## config.mk

```make
export PLATFORM = sky130hd
export DESIGN_NAME = ndef_tlv_record_parser
export DESIGN_NICKNAME = d
export VERILOG_FILES = /design/src/sv/ntlv_pkg.sv /design/src/sv/ntlv_parse_core.sv /design/src/sv/ntlv_out_skid.sv /design/src/sv/ndef_tlv_record_parser.sv
export VERILOG_INCLUDE_DIRS = /design/src /design/src/sv
export SDC_FILE = /design/constraint.sdc
export NUM_CORES = 1
export LEC_CHECK = 0
export BUFFER_PORTS_ARGS = -buffer_cell sky130_fd_sc_hd__buf_2
export CAP_MARGIN = 0
export CORE_ASPECT_RATIO = 1.1
export CORE_MARGIN = 3
export CORE_UTILIZATION = 35
export CTS_BUF_LIST = sky130_fd_sc_hd__clkbuf_4
export CTS_CLUSTER_SIZE = 30
export DETAILED_ROUTE_END_ITERATION = 8
export GPL_TIMING_DRIVEN = 0
export PLACE_DENSITY_LB_ADDON = 0.1
export SETUP_SLACK_MARGIN = 0.1
export SLEW_MARGIN = 20
export SYNTH_ARGS = -nofsm -noshare
export SYNTH_HDL_FRONTEND = slang
export SYNTH_SLANG_ARGS = --single-unit
```

## constraint.sdc

```tcl
create_clock -name clk -period 8.75 [get_ports clk]
set_input_delay 0.4375 -clock clk [delete_from_list [all_inputs] [get_ports clk]]
set_output_delay 0.4375 -clock clk [all_outputs]
set_load 0.02 [all_outputs]
```

## src/sv/assert_macros.svh

```systemverilog
// Assertion helpers shared by the RTL files.
`ifndef ASSERT_MACROS_SVH
`define ASSERT_MACROS_SVH

`ifndef NO_ASSERTIONS

`define ASSERT_IMPLIES(lbl, clk, rst, ante, cons) \
  lbl: assert property (@(posedge clk) disable iff (rst) (ante) |-> (cons)) \
    else $error("assertion failed");

`define ASSERT_NEXT(lbl, clk, rst, ante, cons) \
  lbl: assert property (@(posedge clk) disable iff (rst) (ante) |=> (cons)) \
    else $error("assertion failed");

`else

`define ASSERT_IMPLIES(lbl, clk, rst, ante, cons)

`define ASSERT_NEXT(lbl, clk, rst, ante, cons)

`endif

`endif

```

## src/sv/ntlv_pkg.sv

```systemverilog
`timescale 1ns / 1ps

package ntlv_pkg;

  typedef enum logic [12:0] {
    PH_TAG     = 13'b0000000000001,
    PH_LEN1    = 13'b0000000000010,
    PH_LENHI   = 13'b0000000000100,
    PH_LENLO   = 13'b0000000001000,
    PH_SKIP    = 13'b0000000010000,
    PH_HDR     = 13'b0000000100000,
    PH_TYPELEN = 13'b0000001000000,
    PH_PLEN    = 13'b0000010000000,
    PH_IDLEN   = 13'b0000100000000,
    PH_BODY    = 13'b0001000000000,
    PH_DEAD    = 13'b0010000000000,
    PH_AFTER   = 13'b0100000000000,
    PH_FAIL    = 13'b1000000000000
  } phase_t;

  localparam logic [2:0] ROLE_FRAME   = 3'd0;
  localparam logic [2:0] ROLE_HEADER  = 3'd1;
  localparam logic [2:0] ROLE_TYPE    = 3'd2;
  localparam logic [2:0] ROLE_ID      = 3'd3;
  localparam logic [2:0] ROLE_PAYLOAD = 3'd4;
  localparam logic [2:0] ROLE_AFTER   = 3'd5;

  localparam logic [3:0] ST_OK         = 4'd0;
  localparam logic [3:0] ST_TERMINATOR = 4'd1;
  localparam logic [3:0] ST_NO_NDEF    = 4'd2;
  localparam logic [3:0] ST_TLV_TRUNC  = 4'd3;
  localparam logic [3:0] ST_BEYOND     = 4'd4;
  localparam logic [3:0] ST_MSG_TRUNC  = 4'd5;
  localparam logic [3:0] ST_TOO_SHORT  = 4'd6;
  localparam logic [3:0] ST_BAD_HDR    = 4'd7;
  localparam logic [3:0] ST_HDR_OVERRUN = 4'd8;
  localparam logic [3:0] ST_LEN_MISMATCH = 4'd9;

  localparam logic [7:0] TAG_NULL   = 8'h00;
  localparam logic [7:0] TAG_NDEF   = 8'h03;
  localparam logic [7:0] TAG_TERM   = 8'hFE;
  localparam logic [7:0] LEN_LONG   = 8'hFF;
  localparam logic [7:0] HDR_MB_ME  = 8'hC0;
  localparam logic [7:0] HDR_CF     = 8'h20;
  localparam logic [7:0] HDR_SR     = 8'h10;
  localparam logic [7:0] HDR_IL     = 8'h08;
  localparam logic [7:0] HDR_TNF    = 8'h07;

  localparam logic [15:0] USER_AREA_RESET = 16'd144;

  typedef struct packed {
    logic [2:0]  byte_role;
    logic        done_res;
    logic [3:0]  status;
    logic [2:0]  record_tnf;
    logic [7:0]  type_length;
    logic [7:0]  id_length;
    logic [15:0] payload_length;
    logic [15:0] payload_offset;
  } result_t;

endpackage

```

## src/sv/ntlv_parse_core.sv

```systemverilog
`timescale 1ns / 1ps
`include "assert_macros.svh"

module ntlv_parse_core import ntlv_pkg::*; #(
  parameter int POSITION_BITS = 17
) (
  input  logic        clk,
  input  logic        rst,
  input  logic        cfg_wen,
  input  logic [15:0] cfg_wdata,
  input  logic        acc,
  input  logic [7:0]  data_byte,
  input  logic        last_byte,
  output result_t     res
);

  localparam int EB = ((POSITION_BITS > 16) ? POSITION_BITS : 16) + 1;
  localparam int SB = (EB > 33) ? EB : 33;

  logic [15:0]              user_area;
  phase_t                   phase, phase_next;
  logic [POSITION_BITS-1:0] position;
  logic                     tlv_is_ndef, tlv_is_ndef_next;
  logic [15:0]              length_acc, length_acc_next;
  logic [15:0]              skip_remaining, skip_remaining_next;
  logic [EB-1:0]            message_end, message_end_next;
  logic [7:0]               record_header, record_header_next;
  logic [7:0]               type_len_reg, type_len_reg_next;
  logic [7:0]               id_len_reg, id_len_reg_next;
  logic [31:0]              payload_len_reg, payload_len_reg_next;
  logic [1:0]               field_byte_count, field_byte_count_next;
  logic [3:0]               status_latch, status_latch_next;
  logic [EB-1:0]            payload_start, payload_start_next;

  logic [EB-1:0] pos_ext, pos1, rem, end_pos, pstart_cand;
  logic [15:0]   fin_len, skip_dec;
  logic [31:0]   plr_shift, plr_v;
  logic [7:0]    id_v;
  logic [SB-1:0] body_sum;
  logic          in_msg, do_finish, do_body;
  logic [2:0]    role;
  logic [3:0]    status;

  always_comb begin
    pos_ext     = EB'(position);
    pos1        = pos_ext + EB'(1);
    rem         = message_end - pos1;
    in_msg      = (phase == PH_HDR) || (phase == PH_TYPELEN) || (phase == PH_PLEN) ||
                  (phase == PH_IDLEN) || (phase == PH_BODY) || (phase == PH_DEAD);
    fin_len     = (phase == PH_LENLO) ? {length_acc[15:8], data_byte} : {8'h00, data_byte};
    end_pos     = pos1 + EB'(fin_len);
    skip_dec    = skip_remaining - 16'd1;
    plr_shift   = {payload_len_reg[23:0], data_byte};
    plr_v       = (phase == PH_PLEN) ? plr_shift : payload_len_reg;
    id_v        = (phase == PH_IDLEN) ? data_byte : id_len_reg;
    body_sum    = SB'(type_len_reg) + SB'(id_v) + SB'(plr_v);
    pstart_cand = pos1 + EB'(type_len_reg) + EB'(id_v);

    phase_next            = phase;
    tlv_is_ndef_next      = tlv_is_ndef;
    length_acc_next       = length_acc;
    skip_remaining_next   = skip_remaining;
    message_end_next      = message_end;
    record_header_next    = record_header;
    type_len_reg_next     = type_len_reg;
    id_len_reg_next       = id_len_reg;
    payload_len_reg_next  = payload_len_reg;
    field_byte_count_next = field_byte_count;
    status_latch_next     = status_latch;
    payload_start_next    = payload_start;
    role                  = ROLE_FRAME;
    do_finish             = 1'b0;
    do_body               = 1'b0;

    unique case (phase)
      PH_TAG: begin
        if (data_byte == TAG_TERM) begin
          status_latch_next = ST_TERMINATOR;
          phase_next        = PH_FAIL;
        end else if (data_byte != TAG_NULL) begin
          tlv_is_ndef_next = (data_byte == TAG_NDEF);
          phase_next       = PH_LEN1;
        end
      end
      PH_LEN1: begin
        if (data_byte == LEN_LONG) phase_next = PH_LENHI;
        else do_finish = 1'b1;
      end
      PH_LENHI: begin
        length_acc_next = {data_byte, 8'h00};
        phase_next      = PH_LENLO;
      end
      PH_LENLO: do_finish = 1'b1;
      PH_SKIP: begin
        skip_remaining_next = skip_dec;
        if (skip_dec == 16'd0) phase_next = PH_TAG;
      end
      PH_HDR: begin
        role               = ROLE_HEADER;
        record_header_next = data_byte;
        if ((data_byte & HDR_MB_ME) != HDR_MB_ME || (data_byte & HDR_CF) != 8'h00) begin
          status_latch_next = ST_BAD_HDR;
          phase_next        = PH_DEAD;
        end else begin
          phase_next = PH_TYPELEN;
        end
      end
      PH_TYPELEN: begin
        role              = ROLE_HEADER;
        type_len_reg_next = data_byte;
        if ((record_header & HDR_SR) != 8'h00) begin
          if (rem == EB'(0)) begin
            status_latch_next = ST_HDR_OVERRUN;
            phase_next        = PH_DEAD;
          end else begin
            field_byte_count_next = 2'd0;
            phase_next            = PH_PLEN;
          end
        end else begin
          if (rem < EB'(4)) begin
            status_latch_next = ST_HDR_OVERRUN;
            phase_next        = PH_DEAD;
          end else begin
            field_byte_count_next = 2'd3;
            phase_next            = PH_PLEN;
          end
        end
      end
      PH_PLEN: begin
        role                 = ROLE_HEADER;
        payload_len_reg_next = plr_shift;
        if (field_byte_count != 2'd0) begin
          field_byte_count_next = field_byte_count - 2'd1;
        end else if ((record_header & HDR_IL) != 8'h00) begin
          if (rem == EB'(0)) begin
            status_latch_next = ST_HDR_OVERRUN;
            phase_next        = PH_DEAD;
          end else begin
            phase_next = PH_IDLEN;
          end
        end else begin
          do_body = 1'b1;
        end
      end
      PH_IDLEN: begin
        role            = ROLE_HEADER;
        id_len_reg_next = data_byte;
        do_body         = 1'b1;
      end
      PH_BODY: begin
        if (pos_ext >= payload_start) role = ROLE_PAYLOAD;
        else if (pos_ext >= payload_start - EB'(id_len_reg)) role = ROLE_ID;
        else role = ROLE_TYPE;
      end
      PH_AFTER: role = ROLE_AFTER;
      default: ;
    endcase

    if (do_finish) begin
      if (tlv_is_ndef) begin
        if (end_pos > EB'(user_area)) begin
          status_latch_next = ST_BEYOND;
          phase_next        = PH_FAIL;
        end else begin
          message_end_next = end_pos;
          length_acc_next  = fin_len;
          phase_next       = (fin_len == 16'd0) ? PH_AFTER : PH_HDR;
        end
      end else begin
        skip_remaining_next = fin_len;
        phase_next          = (fin_len == 16'd0) ? PH_TAG : PH_SKIP;
      end
    end

    if (do_body) begin
      if (SB'(rem) != body_sum) begin
        status_latch_next = ST_LEN_MISMATCH;
        phase_next        = PH_DEAD;
      end else begin
        payload_start_next = pstart_cand;
        phase_next         = PH_BODY;
      end
    end

    if (in_msg && rem == EB'(0) && phase_next != PH_FAIL) phase_next = PH_AFTER;

    unique case (phase_next) inside
      PH_FAIL: status = status_latch_next;
      PH_TAG: status = ST_NO_NDEF;
      PH_LEN1, PH_LENHI, PH_LENLO, PH_SKIP: status = ST_TLV_TRUNC;
      default: begin
        if (message_end_next > pos1) status = ST_MSG_TRUNC;
        else if (length_acc_next < 16'd3) status = ST_TOO_SHORT;
        else status = status_latch_next;
      end
    endcase

    res           = '0;
    res.byte_role = role;
    res.done_res  = last_byte;
    if (last_byte) begin
      res.status         = status;
      res.record_tnf     = record_header_next[2:0] & HDR_TNF[2:0];
      res.type_length    = type_len_reg_next;
      res.id_length      = id_len_reg_next;
      res.payload_length = (payload_len_reg_next[31:16] != 16'd0) ? 16'hFFFF
                                                                  : payload_len_reg_next[15:0];
      res.payload_offset = (payload_start_next[EB-1:16] != '0) ? 16'hFFFF
                                                               : payload_start_next[15:0];
    end
  end

  always_ff @(posedge clk) begin
    if (rst) begin
      user_area <= USER_AREA_RESET;
    end else if (cfg_wen) begin
      user_area <= cfg_wdata;
    end
  end

  always_ff @(posedge clk) begin
    if (rst || (acc && last_byte)) begin
      phase            <= PH_TAG;
      position         <= '0;
      tlv_is_ndef      <= 1'b0;
      length_acc       <= '0;
      skip_remaining   <= '0;
      message_end      <= '0;
      record_header    <= '0;
      type_len_reg     <= '0;
      id_len_reg       <= '0;
      payload_len_reg  <= '0;
      field_byte_count <= '0;
      status_latch     <= ST_OK;
      payload_start    <= '0;
    end else if (acc) begin
      phase            <= phase_next;
      tlv_is_ndef      <= tlv_is_ndef_next;
      length_acc       <= length_acc_next;
      skip_remaining   <= skip_remaining_next;
      message_end      <= message_end_next;
      record_header    <= record_header_next;
      type_len_reg     <= type_len_reg_next;
      id_len_reg       <= id_len_reg_next;
      payload_len_reg  <= payload_len_reg_next;
      field_byte_count <= field_byte_count_next;
      status_latch     <= status_latch_next;
      payload_start    <= payload_start_next;
      if (position != '1) position <= position + POSITION_BITS'(1);
    end
  end

  `ASSERT_NEXT(a_clear_after_last, clk, rst, acc && last_byte,
               phase == PH_TAG && position == '0)
  `ASSERT_IMPLIES(a_pos_inside_msg, clk, rst, in_msg, message_end > EB'(position))
  `ASSERT_IMPLIES(a_payload_in_msg, clk, rst, phase == PH_BODY, payload_start <= message_end)

endmodule

```

## src/sv/ntlv_out_skid.sv

```systemverilog
`timescale 1ns / 1ps
`include "assert_macros.svh"

module ntlv_out_skid import ntlv_pkg::*; (
  input  logic    clk,
  input  logic    rst,
  input  logic    in_valid,
  output logic    in_ready,
  input  result_t in_res,
  output logic    out_valid,
  input  logic    out_ready,
  output result_t out_res
);

  logic    skid_valid;
  result_t skid_res;
  logic    take;
  logic    acc;

  assign in_ready = ~skid_valid;
  assign take     = out_valid & out_ready;
  assign acc      = in_valid & in_ready;

  always_ff @(posedge clk) begin
    if (rst) begin
      out_valid  <= 1'b0;
      skid_valid <= 1'b0;
    end else if (acc) begin
      if (out_valid && !take) begin
        skid_valid <= 1'b1;
      end else begin
        out_valid <= 1'b1;
      end
    end else if (take) begin
      out_valid  <= skid_valid;
      skid_valid <= 1'b0;
    end
  end

  always_ff @(posedge clk) begin
    if (acc) begin
      if (out_valid && !take) skid_res <= in_res;
      else out_res <= in_res;
    end else if (take && skid_valid) begin
      out_res <= skid_res;
    end
  end

  `ASSERT_IMPLIES(a_skid_implies_out, clk, rst, skid_valid, out_valid)
  `ASSERT_NEXT(a_skid_holds, clk, rst, skid_valid && !out_ready, skid_valid)
  `ASSERT_NEXT(a_skid_drains, clk, rst, skid_valid && out_ready, out_valid && !skid_valid)

endmodule

```

## src/sv/ndef_tlv_record_parser.sv

```systemverilog
`timescale 1ns / 1ps
// Parses a tag memory image, one byte per request at a sustained rate of one
// byte per clock while the master side keeps up: each byte goes through a
// single registered state update, and its result request is registered in
// the output register, or in one skid entry if that is held, so the slave
// side can take one more byte while the master side stalls; s_axis_tready
// drops only when both are full. Every byte yields its role in m_axis_tuser;
// the byte flagged by s_axis_tlast yields m_axis_tlast and the status and
// record fields in m_axis_tdata, and the parser then starts over afresh.
// Write user_area_bytes through cfg_wen/cfg_wdata only while the block is idle.

module ndef_tlv_record_parser import ntlv_pkg::*; #(
  parameter int POSITION_BITS = 17
) (
  input  logic        clk,
  input  logic        rst,
  input  logic        cfg_wen,
  input  logic [15:0] cfg_wdata,      // user_area_bytes
  input  logic        s_axis_tvalid,
  output logic        s_axis_tready,
  input  logic [7:0]  s_axis_tdata,   // [7:0] data_byte
  input  logic        s_axis_tlast,   // last_byte
  output logic        m_axis_tvalid,
  input  logic        m_axis_tready,
  output logic [55:0] m_axis_tdata,   // status, record_tnf, type_length, id_length,
                                      // payload_length, payload_offset, zero pad
  output logic [2:0]  m_axis_tuser,   // byte_role
  output logic        m_axis_tlast    // done_res
);

  result_t core_res;
  result_t out_res;
  logic    acc;

  assign acc = s_axis_tvalid & s_axis_tready;

  ntlv_parse_core #(
    .POSITION_BITS(POSITION_BITS)
  ) u_core (
    .clk       (clk),
    .rst       (rst),
    .cfg_wen   (cfg_wen),
    .cfg_wdata (cfg_wdata),
    .acc       (acc),
    .data_byte (s_axis_tdata),
    .last_byte (s_axis_tlast),
    .res       (core_res)
  );

  ntlv_out_skid u_skid (
    .clk       (clk),
    .rst       (rst),
    .in_valid  (s_axis_tvalid),
    .in_ready  (s_axis_tready),
    .in_res    (core_res),
    .out_valid (m_axis_tvalid),
    .out_ready (m_axis_tready),
    .out_res   (out_res)
  );

  assign m_axis_tuser = out_res.byte_role;
  assign m_axis_tlast = out_res.done_res;
  assign m_axis_tdata = {1'b0, out_res.payload_offset, out_res.payload_length,
                         out_res.id_length, out_res.type_length,
                         out_res.record_tnf, out_res.status};

endmodule

```

# --- Word-level counts from Yosys, hierarchy flattened ---
# Cells that the tools add are included.
# W data, S select, Z words.
classes:
  add_sub_neg: 11
  mul: 0
  div: 0
  n_lt_le_gt_ge: 6
  n_eq_ne: 30
  shift: 0
  n_mux: 78
  bitwise: 4
  reduce_logical: 33
ops:
  columns: ["op", "n"]
  rows:
  - ["$mux W59", 3]
  - ["$mux W16", 10]
  - ["$mux W13", 11]
  - ["$pmux W13 S7", 1]
  - ["$mux W18", 5]
  - ["$mux W11", 6]
  - ["$mux W4", 14]
  - ["$mux W55", 1]
  - ["$add A18 B8 Y18", 2]
  - ["$ge A17 B18 Y1", 2]
  - ["$add A33 B32 Y33", 1]
  - ["$ne A18 B33 Y1", 1]
  - ["$logic_not A16 Y1", 2]
  - ["$mux W32", 1]
  - ["$eq A13 B1 Y1 const B", 2]
  - ["$eq A13 B2 Y1 const B", 2]
  - ["$eq A13 B3 Y1 const B", 2]
  - ["$eq A13 B4 Y1 const B", 2]
  - ["$eq A13 B5 Y1 const B", 2]
  - ["$add A17 B1 Y18 const B", 1]
  - ["$add A18 B16 Y18", 1]
  - ["$gt A18 B16 Y1", 1]
  - ["$gt A18 B18 Y1", 1]
  - ["$logic_not A18 Y1", 1]
  - ["47 further kinds", 87]
word_totals:
  ff_bits: 294
  latchBits: 0
  ram_bits: 0
  romBits: 0
  input_bits: 30
  output_inout_bits: 62
  elab_cells: 195
  mem_count: 0

# --- Depth between registers and ports, before layout ---
depth:
  word_depth: 18
  ltp_mapped: 40
  mapped_depth_nobuf: 36

# --- Hierarchy ---
# From an unflattened synthesis, not the netlist that was laid out.
hier_totals:
  cells_unflattened: 2452
  area_unflattened_um2: 21331.7
by_module_without_submodules:
  columns: ["mod", "n_inst", "cells_each", "area_per_inst_um2", "seq_area_each_um2"]
  rows:
  - ["ntlv_parse_core", 1, 2252, 16632.2, 3483.3]
  - ["ntlv_out_skid", 1, 197, 4682.0, 3583.4]
  - ["ndef_tlv_record_parser", 1, 3, 17.5, 0.0]

# --- Worst setup path after synthesis ---
# OpenSTA, ideal clock, no wires.
synth_timing:
  path_kind: "flip-flop to flip-flop"
  from: "register u_core.phase[8]"
  to: "register u_skid.out_res[53] (netlist name)"
  setup_ns: 0.257
  arrival_time_ns: 7.833
  t_required_ns: 8.493
  slack_ns: 0.661
  path_stages_with_launch: 41
  path_buffers: 6
  synth_period_minus_slack_ns: 8.089
  path_cell_list: "dfxtp_1 -> buf_2 -> or4_1 -> clkbuf_1 -> nor3_1 -> clkbuf_1 -> and2_1 -> nand2_1 -> inv_1 -> ha_1 -> a22oi_1 -> nand3_1 -> a221o_1 -> or2_2 -> a21o_1 -> a21oi_1 -> xnor2_1 -> ha_1 -> [... 5 more ...] -> and3_1 -> clkbuf_1 -> buf_1 -> buf_2 -> mux2_2 -> ha_1 -> nor2b_1 -> o21a_1 -> o21a_1 -> o21a_1 -> o21a_1 -> o21ai_0 -> a21oi_1 -> o31ai_1 -> a21oi_1 -> o21ai_0 -> nand2b_1 -> a32o_1"
synth_via:
  elab_cells_between_ends: 73
  classes_between: "add/sub (3); order compare (3); eq/ne (19); mux (39); reduce/logical (9)"
synth_rtl:
  columns: ["item", "line_no", "rtl"]
  rows:
  - ["start: declaration", "ntlv_parse_core.sv:21", "phase_t phase, phase_next;"]
  - ["start signal: assignment", "ntlv_parse_core.sv:237", "phase <= phase_next;"]
  - ["$eq A13 B4 Y1", "ntlv_parse_core.sv:50, ntlv_parse_core.sv:75", null]
  - ["$mux W16", "ntlv_parse_core.sv:50", "fin_len = (phase == PH_LENLO) ? {length_acc[15:8], data_byte} : {8'h00, data_byte};"]
  - ["$add A18 B16 Y18", "ntlv_parse_core.sv:51", "end_pos = pos1 + EB'(fin_len);"]
  - ["$gt A18 B16 Y1", "ntlv_parse_core.sv:161", "if (end_pos > EB'(user_area)) begin"]
  - ["$mux W18", "ntlv_parse_core.sv:161", null]
  - ["$mux W18", "ntlv_parse_core.sv:160", "if (tlv_is_ndef) begin"]
  - ["$mux W18 (*)", "ntlv_parse_core.sv:159", "if (do_finish) begin"]
  - ["net u_core.message_end_next[1]", "ntlv_parse_core.sv:26", "logic [EB-1:0] message_end, message_end_next;"]
  - ["$gt A18 B18 Y1 (*)", "ntlv_parse_core.sv:192", "if (message_end_next > pos1) status = ST_MSG_TRUNC;"]
  - ["$mux W4 (*)", "ntlv_parse_core.sv:192", null]
  - ["$pmux W4 S3 (*)", "ntlv_parse_core.sv:187", "unique case (phase_next) inside"]
  - ["$mux W55 (*)", "ntlv_parse_core.sv:201", "if (last_byte) begin"]
  - ["$mux W59 (*)", "ntlv_out_skid.sv:42", "if (out_valid && !take) skid_res <= in_res;"]
  - ["$mux W59 (*)", "ntlv_out_skid.sv:41", "if (acc) begin"]
# Mark *: on every way through the listed nets, which the timed path passes. The rest lies on a longest branch. The select of a mux whose other input is x is not followed.
# A chain may end at the register's enable or synchronous reset.

# --- Worst setup path in the final report ---
layout_timing:
  from: "register u_core.position[4]"
  to: "register u_skid.out_res[51] (netlist name)"
layout_via:
  elab_cells_between_ends: 55
  classes_between: "add/sub (3); order compare (4); eq/ne (8); mux (36); reduce/logical (4)"
layout_rtl:
  columns: ["item", "line_no", "rtl"]
  rows:
  - ["start: declaration", "ntlv_parse_core.sv:22", "logic [POSITION_BITS-1:0] position;"]
  - ["start signal: assignment", "ntlv_parse_core.sv:249", "if (position != '1) position <= position + POSITION_BITS'(1);"]
  - ["$add A17 B1 Y18", "ntlv_parse_core.sv:46", "pos1 = pos_ext + EB'(1);"]
  - ["net u_core.pos1[9]", "ntlv_parse_core.sv:35", "logic [EB-1:0] pos_ext, pos1, rem, end_pos, pstart_cand;"]
  - ["$add A18 B16 Y18", "ntlv_parse_core.sv:51", null]
  - ["$gt A18 B16 Y1", "ntlv_parse_core.sv:161", null]
  - ["$mux W18", "ntlv_parse_core.sv:161", null]
  - ["$mux W18", "ntlv_parse_core.sv:160", null]
  - ["$mux W18", "ntlv_parse_core.sv:159", null]
  - ["net u_core.message_end_next[1]", "ntlv_parse_core.sv:26", null]
  - ["$gt A18 B18 Y1", "ntlv_parse_core.sv:192", null]
  - ["$mux W4", "ntlv_parse_core.sv:192", null]
  - ["$pmux W4 S3", "ntlv_parse_core.sv:187", null]
  - ["$mux W55", "ntlv_parse_core.sv:201", null]
  - ["$mux W59", "ntlv_out_skid.sv:42", null]
  - ["$mux W59", "ntlv_out_skid.sv:41", null]
# The timed path passes the listed nets, and every way through them passes these cells. The select of a mux whose other input is x is not followed.

==> metrics.txt <==
outcome finished clean; total gr overflow 0; Routed WL per cell about 23 microns; die area 0.0628 sq mm; Initial Util 0.356; post-detailed-route count of antenna-violating nets 0; GRT Total Usage 0.259; worst endpoint required time approximately 9300 ps; final setup fails 0; initial antenna violation count 2; met2 usage 0.423; floorplan core area 0.0589 sq mm; critical-path maximum fanout 10; Detailed Route WL 83,400 microns; Seq cells post-synth 294; FF/Latch Area 0.00708 sq mm; Clock Latency Late Sink 850 ps; RSZ-0062 raised after global routing true; LEAKAGE between 9 and 10 nW; actual slew at the worst max-slew pin 1210 ps; average size of a mapped cell 8.42 sq um; most frequent cell on the critical path o21a_1; Placed Area around 0.023 sq mm; Peak VDD IR 0.0892 mV; R2R Path End u_skid.out_res[51]; synthesized cell area 0.0209 sq mm; Power Density 154 mW/mm^2; worst path arrival time 8820 ps; routed vias 20,500; ys async rst share 0; CTS buffer count 85; Initial DRC Count between 1,500 and 2,000; max cap viols 0; grt peak-use layer met2; clock slew at reported path FFs 70 ps; Worst path slowest cell or4_1; clock buffer depth 3; switching pwr 1.26 mW; Final Core Density 0.414; clock root buffer clkbuf_4; Slew Viols, Final 0; Via density 5.78; fin area 0.0244 sq mm; clock sink count 294; Final Critical Period slightly above 8000 ps; hpwl dp 64,300 microns; grt met1 use 0.349; Die W ~240 microns; P_int approximately 2.5 mW; worst min-delay path class in2reg; R2R setup slack 490 ps; Hold Crit Depth 2; synthesized instance count 2,489; CP Launch Type flop; Final Skew 82.5 ps; final hold slack 69.9 ps; Rel. slew slack 0.195; Post-synth EDFFs roughly 120; Setup CP Type reg2reg; Switching Share 0.335; Fin. Hold Viols 0; M3 GR Usage 0.0360; Final Net Count 2,902; Max Freq 121 MHz; CP delay by family, top compound AO/OA/AOI/OAI gates; buffers added on ports 88; largest net degree at the start of global routing 52; Worst Setup End Kind flop; Die Height 263 microns; crit path launch u_core.position[4]; CTS tree built; drt drc 0; num rows 93; H-tree depth 3; CP peak stage delay 510 ps; Area Overhead vs Synth 16.4%; number of global-route vias before repair between 15,000 and 20,000; highest-count cells in the layout ignoring fill and taps 272 x nor2_1, 238 x nand2_1, 184 x a21oi_1; WP depth 37; Reg power frac 0.407; share of cells above drive strength 1 0.147; I/O pin cnt 92; Final Cycle Share 0.944; Post-synth top flop dfxtp_1; YS warnings 0; Mapped Nets ~2,700; sequential area share after synthesis 0.337; multi-input logic area between 0.01 and 0.015 sq mm; first-pass GRT wire length 124,000 microns; DRT Pass-1 Iters 5; critical path endpoint u_skid.out_res[51]; GPL Wtd Cong 0.916; clock network power share 0.356; worst r2r src u_core.position[4]; R2R depth 37; logic gate share of total power 0.237; fill cell count 6,039; commonest non-fill, non-tap cell in the layout nor2_1; synth unique cells 89; Buf/Inv on CP 5
## worst min path at each step
stage                                        end                    from
after global routing        u_core.user_area[15]                     rst
final                        u_core.user_area[0]                     rst
after detailed placement  u_core.status_latch[1]  u_core.status_latch[1]
after floorplan           u_core.status_latch[1]  u_core.status_latch[1]
after CTS                    u_core.user_area[2]                     rst
after global placement    u_core.status_latch[2]  u_core.status_latch[2]
## area by class of cell
| cell class | instances | share of cell area |
|---|---|---|
| multi-input cells | 1927 | 0.539 |
| flip-flops and latches | 294 | 0.291 |
| repair buffers | 142 | 0.0409 |
| clock buffers | 131 | 0.0403 |
| well taps | 760 | 0.0390 |
| plain buffers | 142 | 0.0262 |
| inverters | 126 | 0.0194 |
| clock inverters | 25 | 0.00472 |
| diodes | 3 | 0.000308 |
## power by group through the flow
stage,clock [mW],sequential [mW],combinational [mW]
2_1_floorplan,0,1.58,0.535
3_3_place_gp,0,1.56,0.837
3_5_place_dp,0,1.55,0.856
4_1_cts,1.38,1.52,0.876
5_1_grt,1.45,1.53,0.965
6_report,1.33,1.52,0.889
## cell usage after synthesis (22+ instances only)
| master | n | area [sq um] |
|---|---|---|
| a211oi_1 | 55 | 413 |
| a21o_1 | 33 | 248 |
| a21oi_1 | 190 | 951 |
| a31oi_1 | 38 | 238 |
| and3_1 | 33 | 206 |
| clkbuf_1 | 111 | 417 |
| dfxtp_1 | 176 | 3520 |
| edfxtp_1 | 118 | 3540 |
| ha_1 | 140 | 1750 |
| inv_1 | 125 | 469 |
| mux2_2 | 38 | 428 |
| mux2i_1 | 77 | 771 |
| nand2_1 | 240 | 901 |
| nand2b_1 | 23 | 144 |
| nand3_1 | 55 | 275 |
| nand4_1 | 39 | 244 |
| nor2_1 | 275 | 1030 |
| nor2b_1 | 22 | 138 |
| nor3_1 | 65 | 325 |
| nor4_1 | 26 | 163 |
| o21a_1 | 32 | 240 |
| o21ai_0 | 108 | 541 |
| o31ai_1 | 36 | 270 |
| or4_1 | 24 | 180 |
| xnor2_1 | 82 | 718 |
| xor2_1 | 39 | 342 |
## stage by stage
step	TNS (ps)	instances	power, mW	setup WS, ps
6_report	0	3550	3.74	486
5_1_grt	0	3548	3.94	75.7
4_1_cts	0	3526	3.77	111
3_5_place_dp	-36520	3343	2.41	-1520
3_3_place_gp	-120180	3337	2.39	-1530
2_1_floorplan	0	2489	2.11	661
## worst reg2reg max path, delay by kind of cell (launching register included)
kind                     cells  cell delay, ps
AO/OA/AOI/OAI               15            2670
AND/OR/NAND/NOR             11            2280
adder cells (fa/ha/maj)      3            1020
buffers and inverters        5             740
XOR/XNOR                     2             500
flip-flops                   1             420
multiplexers                 1             350
## logic make-up (layout without fill, tap and decap cells)
kind of cell,Yosys count,count (layout),share of synthesized area
compound gates,641,641,0.197
xor+xnor,123,123,0.0528
fa+ha+maj,154,154,0.0970
buf+inv,268,566,0.0502
flops,294,294,0.337
mux,115,115,0.0572
other cells,1,4,0.000179
simple gates,893,893,0.208
## timing repair
item / CTS / global route
pin swaps: 10 / 18
hold buffers: 19 / 0
gates resized for setup: 47 / 33
endpoints found under the setup margin: 61 / 54
endpoints found under the hold margin: 21 / 0
buffers inserted: 8 / 21
## metal layers
| metal | share of wire | vias up |
|---|---|---|
| met3 | 0.060 | 141 |
| met5 | 0 | - |
| met2 | 0.46 | 773 |
| li1 | - | 9602 |
| met4 | 0.031 | 0 |
| met1 | 0.45 | 10000 |
Power figures use the tool's default switching activity.
